--- config.mk ---
export PLATFORM = sky130hd
export DESIGN_NAME = hazard_zone_table_with_ttl_core
export DESIGN_NICKNAME = d
export VERILOG_FILES = /design/src/sv/hztt_pkg.sv /design/src/sv/hztt_sq_unit.sv /design/src/sv/hazard_zone_table_with_ttl_core.sv
export SDC_FILE = /design/constraint.sdc
export NUM_CORES = 2
export LEC_CHECK = 0
export BUFFER_PORTS_ARGS = -buffer_cell sky130_fd_sc_hd__buf_2
export CORE_ASPECT_RATIO = 1.4
export CORE_MARGIN = 2
export CORE_UTILIZATION = 40
export DETAILED_ROUTE_END_ITERATION = 16
export HOLD_SLACK_MARGIN = 0.02
export PLACE_DENSITY = 0.51
export SYNTH_ARGS = -nofsm -noshare
export SYNTH_HDL_FRONTEND = slang
export SYNTH_SLANG_ARGS = --single-unit
--- constraint.sdc ---
create_clock -name clk -period 24 [get_ports clk]
set_clock_uncertainty 0.05 [all_clocks]
set_input_delay 2.4 -clock clk [delete_from_list [all_inputs] [get_ports clk]]
set_output_delay 2.4 -clock clk [all_outputs]
set_load 0.02 [all_outputs]
--- src/sv/hztt_pkg.sv ---
package hztt_pkg;

  localparam int COORD_W = 20;
  localparam int RAD_W   = 12;
  localparam int CFG_W   = 16;
  localparam int DIFF_W  = COORD_W + 1;
  localparam int SQ_W    = 2 * DIFF_W;
  localparam int SUM_W   = SQ_W + 2;

  localparam logic [1:0] KIND_MARK    = 2'd0;
  localparam logic [1:0] KIND_POINT   = 2'd1;
  localparam logic [1:0] KIND_TICK    = 2'd2;
  localparam logic [1:0] KIND_NEAREST = 2'd3;

  // operand select for the shared square unit
  typedef struct packed {
    logic              go;
    logic signed [COORD_W-1:0] a;
    logic signed [COORD_W-1:0] b;
  } sq_req_t;

endpackage

--- src/sv/hztt_sq_unit.sv ---
module hztt_sq_unit
  import hztt_pkg::*;
(
  input  logic                clk,
  input  hztt_pkg::sq_req_t   req,
  output logic [SQ_W-1:0]     sq
);

  logic signed [DIFF_W-1:0] diff;
  logic [DIFF_W-1:0]        mag;

  always_comb begin
    diff = DIFF_W'(req.a) - DIFF_W'(req.b);
    mag  = diff[DIFF_W-1] ? DIFF_W'(-diff) : DIFF_W'(diff);
  end

  // registered square, one per cycle while req.go is high
  always_ff @(posedge clk) begin
    if (req.go) begin
      sq <= mag * mag;
    end
  end

endmodule

--- src/sv/hazard_zone_table_with_ttl_core.sv ---
// per stored zone: S_RD, S_SQX, S_SQY, S_SQZ, S_EVAL for a point query, the same
// without S_SQZ for mark and nearest, S_RD and S_EVAL for tick, plus setup and result
// throughput: one transaction at a time; in_stall is high while a walk runs
// the single registered square unit sets the per-zone step count
// reset: synchronous rst clears zone count, replace pointer, control and
// refresh_dist_sq (1024); zone storage is not cleared
module hazard_zone_table_with_ttl_core
  import hztt_pkg::*;
#(
  parameter int MAX_ZONES  = 16,
  parameter int LIFE_WIDTH = 16
) (
  input  logic                      clk,
  input  logic                      rst,
  input  logic                      cfg_we,
  input  logic [CFG_W-1:0]          cfg_wdata,
  input  logic                      in_valid,
  output logic                      in_stall,
  input  logic [1:0]                kind,
  input  logic signed [COORD_W-1:0] pos_x,
  input  logic signed [COORD_W-1:0] pos_y,
  input  logic signed [COORD_W-1:0] pos_z,
  input  logic [RAD_W-1:0]          zone_radius,
  input  logic [15:0]               lifetime,
  output logic                      out_valid,
  input  logic                      out_stall,
  output logic                      inside_res,
  output logic                      found,
  output logic signed [COORD_W-1:0] near_x,
  output logic signed [COORD_W-1:0] near_y,
  output logic signed [COORD_W-1:0] near_z,
  output logic [RAD_W-1:0]          near_radius
);

  localparam int IDX_W = (MAX_ZONES > 1) ? $clog2(MAX_ZONES) : 1;
  localparam int CNT_W = $clog2(MAX_ZONES + 1);

  // sequencer states
  localparam logic [2:0] S_IDLE = 3'd0;
  localparam logic [2:0] S_RD   = 3'd1;  // register table entry
  localparam logic [2:0] S_SQX  = 3'd2;  // square of dx
  localparam logic [2:0] S_SQY  = 3'd3;  // square of dy
  localparam logic [2:0] S_SQZ  = 3'd4;  // square of dz
  localparam logic [2:0] S_EVAL = 3'd5;  // compare and act
  localparam logic [2:0] S_OUT  = 3'd6;  // result waits for taker

  // zone storage
  logic signed [COORD_W-1:0] mem_cx [MAX_ZONES];
  logic signed [COORD_W-1:0] mem_cy [MAX_ZONES];
  logic signed [COORD_W-1:0] mem_cz [MAX_ZONES];
  logic [RAD_W-1:0]          mem_rad [MAX_ZONES];
  logic [LIFE_WIDTH-1:0]     mem_life [MAX_ZONES];

  logic [CFG_W-1:0]  refresh_dist_sq;
  logic [2:0]        state;
  logic [CNT_W-1:0]  zone_count;
  logic [IDX_W-1:0]  replace_ptr;
  logic [CNT_W-1:0]  idx;

  // captured transaction
  logic [1:0]                op;
  logic signed [COORD_W-1:0] qx, qy, qz;
  logic [RAD_W-1:0]          qrad;
  logic [LIFE_WIDTH-1:0]     qlife;

  // entry being examined
  logic signed [COORD_W-1:0] ex, ey, ez;
  logic [RAD_W-1:0]          erad;
  logic [LIFE_WIDTH-1:0]     elife;
  logic [SUM_W-1:0]          dsum;
  logic [2*RAD_W-1:0]        r2;

  // nearest tracking
  logic                      best_ok;
  logic [SUM_W-1:0]          best;

  sq_req_t          sreq;
  logic [SQ_W-1:0]  sq;

  hztt_sq_unit u_sq (
    .clk (clk),
    .req (sreq),
    .sq  (sq)
  );

  // lifetime saturates when LIFE_WIDTH is narrower than the port
  function automatic logic [LIFE_WIDTH-1:0] sat_life(input logic [15:0] v);
    logic [LIFE_WIDTH-1:0] m;
    m = '1;
    if (LIFE_WIDTH >= 16) return LIFE_WIDTH'(v);
    if ({16'd0, v} > 32'(m)) return m;
    return LIFE_WIDTH'(v);
  endfunction

  logic [IDX_W-1:0] ridx;
  logic [IDX_W-1:0] last_idx;
  logic             walk_done;
  logic             hit;
  logic [SUM_W-1:0] dsum_fin;

  always_comb begin
    ridx      = idx[IDX_W-1:0];
    last_idx  = IDX_W'(zone_count - CNT_W'(1));
    walk_done = (idx >= zone_count);
    sreq.go = 1'b1;
    sreq.a  = ex;
    sreq.b  = qx;
    unique case (state)
      S_SQY:   begin sreq.a = ey; sreq.b = qy; end
      S_SQZ:   begin sreq.a = ez; sreq.b = qz; end
      default: begin sreq.a = ex; sreq.b = qx; end
    endcase
    // squares are registered and arrive in the cycle after their operand select
    dsum_fin = dsum;
    if (state == S_EVAL && op == KIND_POINT) dsum_fin = dsum + SUM_W'(sq);
    hit = dsum_fin < SUM_W'(r2);
  end

  assign in_stall = (state != S_IDLE);
  assign out_valid = (state == S_OUT);

  always_ff @(posedge clk) begin
    if (rst) begin
      state           <= S_IDLE;
      zone_count      <= '0;
      replace_ptr     <= '0;
      refresh_dist_sq <= CFG_W'(1024);
    end else begin
      if (cfg_we) refresh_dist_sq <= cfg_wdata;
      unique case (state)
        S_IDLE: begin
          if (in_valid) begin
            op      <= kind;
            qx      <= pos_x;
            qy      <= pos_y;
            qz      <= pos_z;
            qrad    <= zone_radius;
            qlife   <= sat_life(lifetime);
            idx     <= '0;
            best_ok <= 1'b0;
            best    <= '0;
            inside_res  <= 1'b0;
            found       <= 1'b0;
            near_x      <= '0;
            near_y      <= '0;
            near_z      <= '0;
            near_radius <= '0;
            state   <= S_RD;
          end
        end
        S_RD: begin
          if (walk_done) begin
            if (op == KIND_MARK) begin
              // no zone close enough: append or overwrite
              if (zone_count < CNT_W'(MAX_ZONES)) begin
                mem_cx[IDX_W'(zone_count)]   <= qx;
                mem_cy[IDX_W'(zone_count)]   <= qy;
                mem_cz[IDX_W'(zone_count)]   <= qz;
                mem_rad[IDX_W'(zone_count)]  <= qrad;
                mem_life[IDX_W'(zone_count)] <= qlife;
                zone_count <= zone_count + CNT_W'(1);
              end else begin
                mem_cx[replace_ptr]   <= qx;
                mem_cy[replace_ptr]   <= qy;
                mem_cz[replace_ptr]   <= qz;
                mem_rad[replace_ptr]  <= qrad;
                mem_life[replace_ptr] <= qlife;
                replace_ptr <= (replace_ptr == IDX_W'(MAX_ZONES - 1)) ? '0
                               : replace_ptr + IDX_W'(1);
              end
              state <= S_IDLE;
            end else if (op == KIND_TICK) begin
              state <= S_IDLE;
            end else begin
              state <= S_OUT;
            end
          end else begin
            ex    <= mem_cx[ridx];
            ey    <= mem_cy[ridx];
            ez    <= mem_cz[ridx];
            erad  <= mem_rad[ridx];
            elife <= mem_life[ridx];
            state <= (op == KIND_TICK) ? S_EVAL : S_SQX;
          end
        end
        S_SQX: begin
          r2    <= erad * erad;
          state <= S_SQY;
        end
        S_SQY: begin
          dsum  <= SUM_W'(sq);
          state <= (op == KIND_POINT) ? S_SQZ : S_EVAL;
        end
        S_SQZ: begin
          dsum  <= dsum + SUM_W'(sq);
          state <= S_EVAL;
        end
        S_EVAL: begin
          state <= S_RD;
          unique case (op)
            KIND_MARK: begin
              if (dsum + SUM_W'(sq) < SUM_W'(refresh_dist_sq)) begin
                mem_life[ridx] <= qlife;
                state <= S_IDLE;
              end else begin
                idx <= idx + CNT_W'(1);
              end
            end
            KIND_TICK: begin
              if (elife <= LIFE_WIDTH'(1)) begin
                // expired: last entry moves in and is examined next
                mem_cx[ridx]   <= mem_cx[last_idx];
                mem_cy[ridx]   <= mem_cy[last_idx];
                mem_cz[ridx]   <= mem_cz[last_idx];
                mem_rad[ridx]  <= mem_rad[last_idx];
                mem_life[ridx] <= mem_life[last_idx];
                zone_count     <= zone_count - CNT_W'(1);
              end else begin
                mem_life[ridx] <= elife - LIFE_WIDTH'(1);
                idx <= idx + CNT_W'(1);
              end
            end
            KIND_POINT: begin
              if (hit) begin
                inside_res <= 1'b1;
                state      <= S_OUT;
              end else begin
                idx <= idx + CNT_W'(1);
              end
            end
            default: begin
              // nearest: the z square was never started, add dy now
              if ((dsum + SUM_W'(sq)) < SUM_W'(r2) &&
                  (!best_ok || (dsum + SUM_W'(sq)) < best)) begin
                best_ok     <= 1'b1;
                best        <= dsum + SUM_W'(sq);
                found       <= 1'b1;
                near_x      <= ex;
                near_y      <= ey;
                near_z      <= ez;
                near_radius <= erad;
              end
              idx <= idx + CNT_W'(1);
            end
          endcase
        end
        S_OUT: begin
          if (!out_stall) state <= S_IDLE;
        end
        default: state <= S_IDLE;
      endcase
    end
  end

endmodule

Word-level counts from Yosys, hierarchy flattened
Memory sizes are Yosys's and may differ from the RTL's. A register that Yosys moved wholly into a read port is not among the register bits.
Cells that the tools add are included.
Storage, ports and cells
  bits in registers: 351
  bits in writable memories: 1408
  input bits: 111
  output and inout port bits: 76
  logic and storage cells: 214
  memories: 5
Memory list
  mem_cx: words 16, bits a word 20, rd ports 2, clocked after Yosys merged registers in 1, wr ports 1, line hazard_zone_table_with_ttl_core.sv:48  | logic signed [COORD_W-1:0] mem_cx [MAX_ZONES];
  mem_cy: words 16, bits a word 20, rd ports 2, clocked after Yosys merged registers in 1, wr ports 1, line hazard_zone_table_with_ttl_core.sv:49  | logic signed [COORD_W-1:0] mem_cy [MAX_ZONES];
  mem_cz: words 16, bits a word 20, rd ports 2, clocked after Yosys merged registers in 1, wr ports 1, line hazard_zone_table_with_ttl_core.sv:50  | logic signed [COORD_W-1:0] mem_cz [MAX_ZONES];
  mem_life: words 16, bits a word 16, rd ports 2, clocked after Yosys merged registers in 1, wr ports 1, line hazard_zone_table_with_ttl_core.sv:52  | logic [LIFE_WIDTH-1:0] mem_life [MAX_ZONES];
  mem_rad: words 16, bits a word 12, rd ports 2, clocked after Yosys merged registers in 1, wr ports 1, line hazard_zone_table_with_ttl_core.sv:51  | logic [RAD_W-1:0] mem_rad [MAX_ZONES];
Operators by class
  add/sub/neg operators: 8
  $mul: 2
  magnitude comparators: 7
  eq/ne operators: 23
  mux-type cells: 112
  bitwise gates (word level): 5
  reductions and logical operators: 31
Operator list (count)
  20-bit 2-to-1 mux: 13
  44-bit 2-to-1 mux: 4
  44-bit case mux with 2 select lines: 2
  20-bit case mux with 2 select lines: 3
  20-bit OR reduction: 6
  44-bit by 24-bit < comparator with 1-bit output: 2
  40-bit case mux with 2 select lines: 1
  16-bit 2-to-1 mux: 4
  12-bit 2-to-1 mux: 5
  5-bit 2-to-1 mux: 9
  44-bit by 42-bit adder with 44-bit output: 1
  44-bit by 16-bit < comparator with 1-bit output: 1
  44-bit < comparator: 1
  1-bit 2-to-1 mux: 44
  4-bit 2-to-1 mux: 11
  21-bit by 21-bit multiplier with 42-bit output: 1
  16-bit OR reduction: 2
  12-bit by 12-bit multiplier with 24-bit output: 1
  12-bit case mux with 2 select lines: 1
  12-bit OR reduction: 2
  21-bit 2-to-1 mux: 1
  3-bit 2-to-1 mux: 7
  21-bit negator: 1
  3-bit case mux with 7 select lines: 1
  other kinds (36): 64

Logic depth before layout (Yosys ltp)
  word-level depth: 11
  mapped depth: 49
  mapped depth without buffers: 45

By module
Synthesis repeated with hierarchy kept, for this count alone.
Second synthesis, totals
  cells, all modules: 6803
  area total of the unflattened synthesis: 104209.9 µm²
Modules (own cells, without submodules)
  hazard_zone_table_with_ttl_core: instances 1, cells each 5095, area an instance 88600.0 µm²
  hztt_sq_unit: instances 1, cells each 1708, area an instance 15610.0 µm²

Worst setup path before layout
No wires, ideal clock.
  path kind: register to register
  start point: reg state[2]
  end point: reg u_sq.sq[41]
  setup time: 0.120 ns
  data arrival time: 11.141 ns
  data required time: 23.830 ns
  path slack: 12.689 ns
  cell stages (with the launch flop): 48
  path buffers: 3
  cells stage by stage: dfxtp_1 clkbuf_1 clkinv_1 nor3_1 clkbuf_1 nand2_1 a31oi_1 ha_1 inv_1 fa_1 a211oi_2 nor4b_2 nor4_4 o21ai_2 a31oi_4 o21ai_0 o21ai_1 nand2_1 (+12 left out) fa_1 inv_1 fa_1 inv_1 fa_1 ha_1 nand4_1 nor3_1 nand2_1 o311a_1 o41ai_1 and2_1 o211a_1 o21a_1 o21ai_0 a21o_1 a21oi_1 xnor2_1
Between the ends
  word-level cells in the longest chain between the ends: 6
RTL lines
  start: declaration: line hazard_zone_table_with_ttl_core.sv:55  | logic [2:0] state;
  start signal: assignment: line hazard_zone_table_with_ttl_core.sv:183  | state <= (op == KIND_TICK) ? S_EVAL : S_SQX;
  start signal: assignment: line hazard_zone_table_with_ttl_core.sv:192  | state <= (op == KIND_POINT) ? S_SQZ : S_EVAL;
  3-bit == test / 3-bit by 2-bit == test with 1-bit output (equally long branches): line hazard_zone_table_with_ttl_core.sv:108  | unique case (state)
  40-bit case mux with 2 select lines *: line hazard_zone_table_with_ttl_core.sv:108
  20-bit by 20-bit subtractor with 21-bit output *: line hztt_sq_unit.sv:13  | diff = DIFF_W'(req.a) - DIFF_W'(req.b);
  21-bit negator: line hztt_sq_unit.sv:14  | mag = diff[DIFF_W-1] ? DIFF_W'(-diff) : DIFF_W'(diff);
  21-bit 2-to-1 mux *: line hztt_sq_unit.sv:14
  21-bit by 21-bit multiplier with 42-bit output *: line hztt_sq_unit.sv:20  | sq <= mag * mag;
  end signal: assignment: line hztt_sq_unit.sv:20
  end: declaration: line hztt_sq_unit.sv:6  | output logic [SQ_W-1:0] sq
Every way passes the cells marked *; elsewhere a longest branch is shown, timed or not.
A chain may end at the register's enable or synchronous reset.

Worst setup path after layout
  start point: reg state[2]
  end point: reg u_sq.sq[40]
Same word-level chain as after synthesis.

==> impl_results.md <==
* Hpwl dp at 194000 um
* Total CTS buffers at 194
* Fmax achieved at 0.0732 GHz
* Max incr delay on CP at 0.87 ns
* WP data arrival at 14.40 ns
* Setup-failing EPs final at 0
* Wirelength per Cell at 29.7 um
* Drt drc at 0
* Post-CTS setup buffers at 0
* H-tree depth at 4
* Total track usage at 23.6%
* DR vias at 61300
* Fraction of layout cells with a size suffix above 1 at 21.8%
* Clk sink count at 1845
* Largest net degree at the start of global routing at 128
* Mapped Area at 103000 um^2
* Syn Area/Cell at 15.3 um^2
* Cell Rows at 220
* Fillcell total at 22500
* Critical path class: flop to flop
* GRT Residual Overflow at 0
* Area Growth Syn to Fin at 11.4%
* Die Y at 603 um
* Period utilisation layout at 56.9%
* Fin nets at 7757
* Unrepaired setup endpoints after global routing: no
* Initial Util at 40.1%
* Max_cap viols at 0
* Ranking of synthesized cells by area: edfxtp_1 (52%), mux4_2 (19%), fa_1 (7.6%)
* Cells after Synth at 6691
* Initial antenna violation count at 19
* Critical path fanouts, max at 57
* Slew Viols, Final at 0
* Clk buf depth at 4
* Cell taking the most area after synthesis: edfxtp_1
* Tightest Hold Check Type: flop to flop
* Vias in the first global route at 64900
* First-pass DRT Iterations at 5
* Global-route wire length before repair at 448000 um
* DR iter-0 viols at 5946
* I/O Pins at 187
* Leading cell type by number of instances after synthesis: edfxtp_1
* Setup TNS at 0 ns
* Most frequent cells after synthesis: edfxtp_1 (1776), mux4_2 (866), inv_1 (685)
* Synth Flop Type: edfxtp_1
* DR vias/cell at 5.92
* Routed WL at 308000 um
* Outcome: complete, no violations
* Clk_lat worst skew at 0.88 ns
* Async S/R FF share, synth at 0%
* Cell variety after synth at 88
* CP max-delay cell: xnor2_1
* I/O Buffers at 186
* CTS tree: built
* Yosys top cell area share at 52.0%
* Worst-margin pin slew at 1.22 ns
* Root buf cell: clkbuf_16
* Crit path launch type: flop
* Final Hold Fails at 0
* Max-slew headroom at the worst pin at 18.6%
* Core box area at 256000 um^2
* Endpoint type of the worst setup path: flop
* YS warnings at 0
* Min Clock Period, post-route at 13.67 ns
* Yosys reg bits at 1845
* EDFF count, synth at 1776
* Hold-fix buffers, CTS at 0
* Die X at 432 um
* Final Wtd Congestion at 0.896
* Die area at 261000 um^2
* Clock slew at reported path FFs at 0.07 ns
* Worst Path Required at 24.73 ns
* Gates resized, CTS repair at 0
* Reg2reg setup slack at 10.33 ns
* DRT antenna net count at 0
* Register area share after synthesis at 53.3%
==> state kept, by name (all words and copies together) (netlist names), 20 cells and up <==
name and count:
ez 20, r2 23, u_sq.sq 41, qy 20, dsum 44, mem_cy 320
qx 20, best 44, ey 20, mem_cx 320, near_x 20, mem_cz 320
qz 20, near_y 20, mem_life 256, mem_rad 192, ex 20, near_z 20
==> cell usage in the layout (no fill, tap or decap), types with 28 or more instances in the layout <==
cell and n:
a21oi_1 193, buf_4 105, ha_1 381, xnor2_1 114, nand3_1 39, mux4_2 866
nand2b_1 37, nor2b_1 37, nor3_1 51, buf_2 186, a21o_1 63, nor2_1 297
xor2_1 45, edfxtp_1 1776, mux2i_1 37, inv_1 684, fa_1 389, clkbuf_16 199
dfxtp_1 68, clkinv_2 28, nand2_1 607, clkbuf_1 28, clkinv_1 46, and2_1 124
o21ai_0 146
==> worst paths after layout <==
| check | start | to | depth (start not counted) |
|---|---|---|---|
| max | state[2] | u_sq.sq[40] | 45 |
| min | refresh_dist_sq[11] | refresh_dist_sq[11] | 2 |
| max reg2reg | state[2] | u_sq.sq[40] | 45 |
| min reg2reg | refresh_dist_sq[11] | refresh_dist_sq[11] | 2 |
==> critical path, delay by kind of cell (launching register included) <==
family	cells	cell delay [ns]
buffers and inverters	10	1.96
AOI/OAI and AO/OA	17	4.14
adders and majority gates	10	3.97
DFF	1	0.56
and+or+nand+nor	6	1.81
xor gates and xnor gates	2	1.00
==> kinds of logic (layout without fill, tap and decap cells) <==
group,after synthesis,count (layout),share of synthesized area [%]
xor gates and xnor gates,165,165,1.43
adders and majority gates,771,771,12.2
muxes,909,909,19.4
DFF,1845,1845,53.3
buffers and inverters,1018,1337,3.73
AOI/OAI and AO/OA,656,656,4.06
and+or+nand+nor,1325,1325,5.81
other,2,25,0.00732
==> metal layers <==
metal	vias up	track usage (%)	part of all wire [%]
met5	-	0	0.020
met4	10	7.64	3.5
met3	506	4.36	7.1
met2	2369	40.8	51
met1	32700	30.0	39
li1	25700	-	-
==> area by class of cell <==
type                       instances  area (um^2)  area share [%]
antenna                            9         22.5          0.0197
clock buffer                     229         5110            4.47
clock inverter                   116         1170            1.02
inverter                         690         2590            2.27
multi-input combinational       3842        44600            39.0
sequential                      1845        54700            47.9
tap                             3330         4170            3.64
timing repair buffer             302         1940            1.70
==> stage by stage <==
| stage | std cells | setup slack (ns) | utilization (%) | instance area (um^2) | hold WS, ns |
|---|---|---|---|---|---|
| 2_1_floorplan | 6705 | 12.69 | - | 103000 | 0.410 |
| 3_3_place_gp | 10000 | 10.73 | 42.2 | 108000 | 0.425 |
| 3_5_place_dp | 10000 | 10.53 | 42.2 | 108000 | 0.437 |
| 4_1_cts | 10400 | 10.43 | 44.7 | 114000 | 0.453 |
| 5_1_grt | 10400 | 9.74 | 44.7 | 114000 | 0.469 |
| 6_report | 10400 | 10.33 | 44.7 | 114000 | 0.448 |
Power is left out: the tool's default activity adds up to more than one toggle a clock period on the data nets, which glitch-free logic cannot reach.
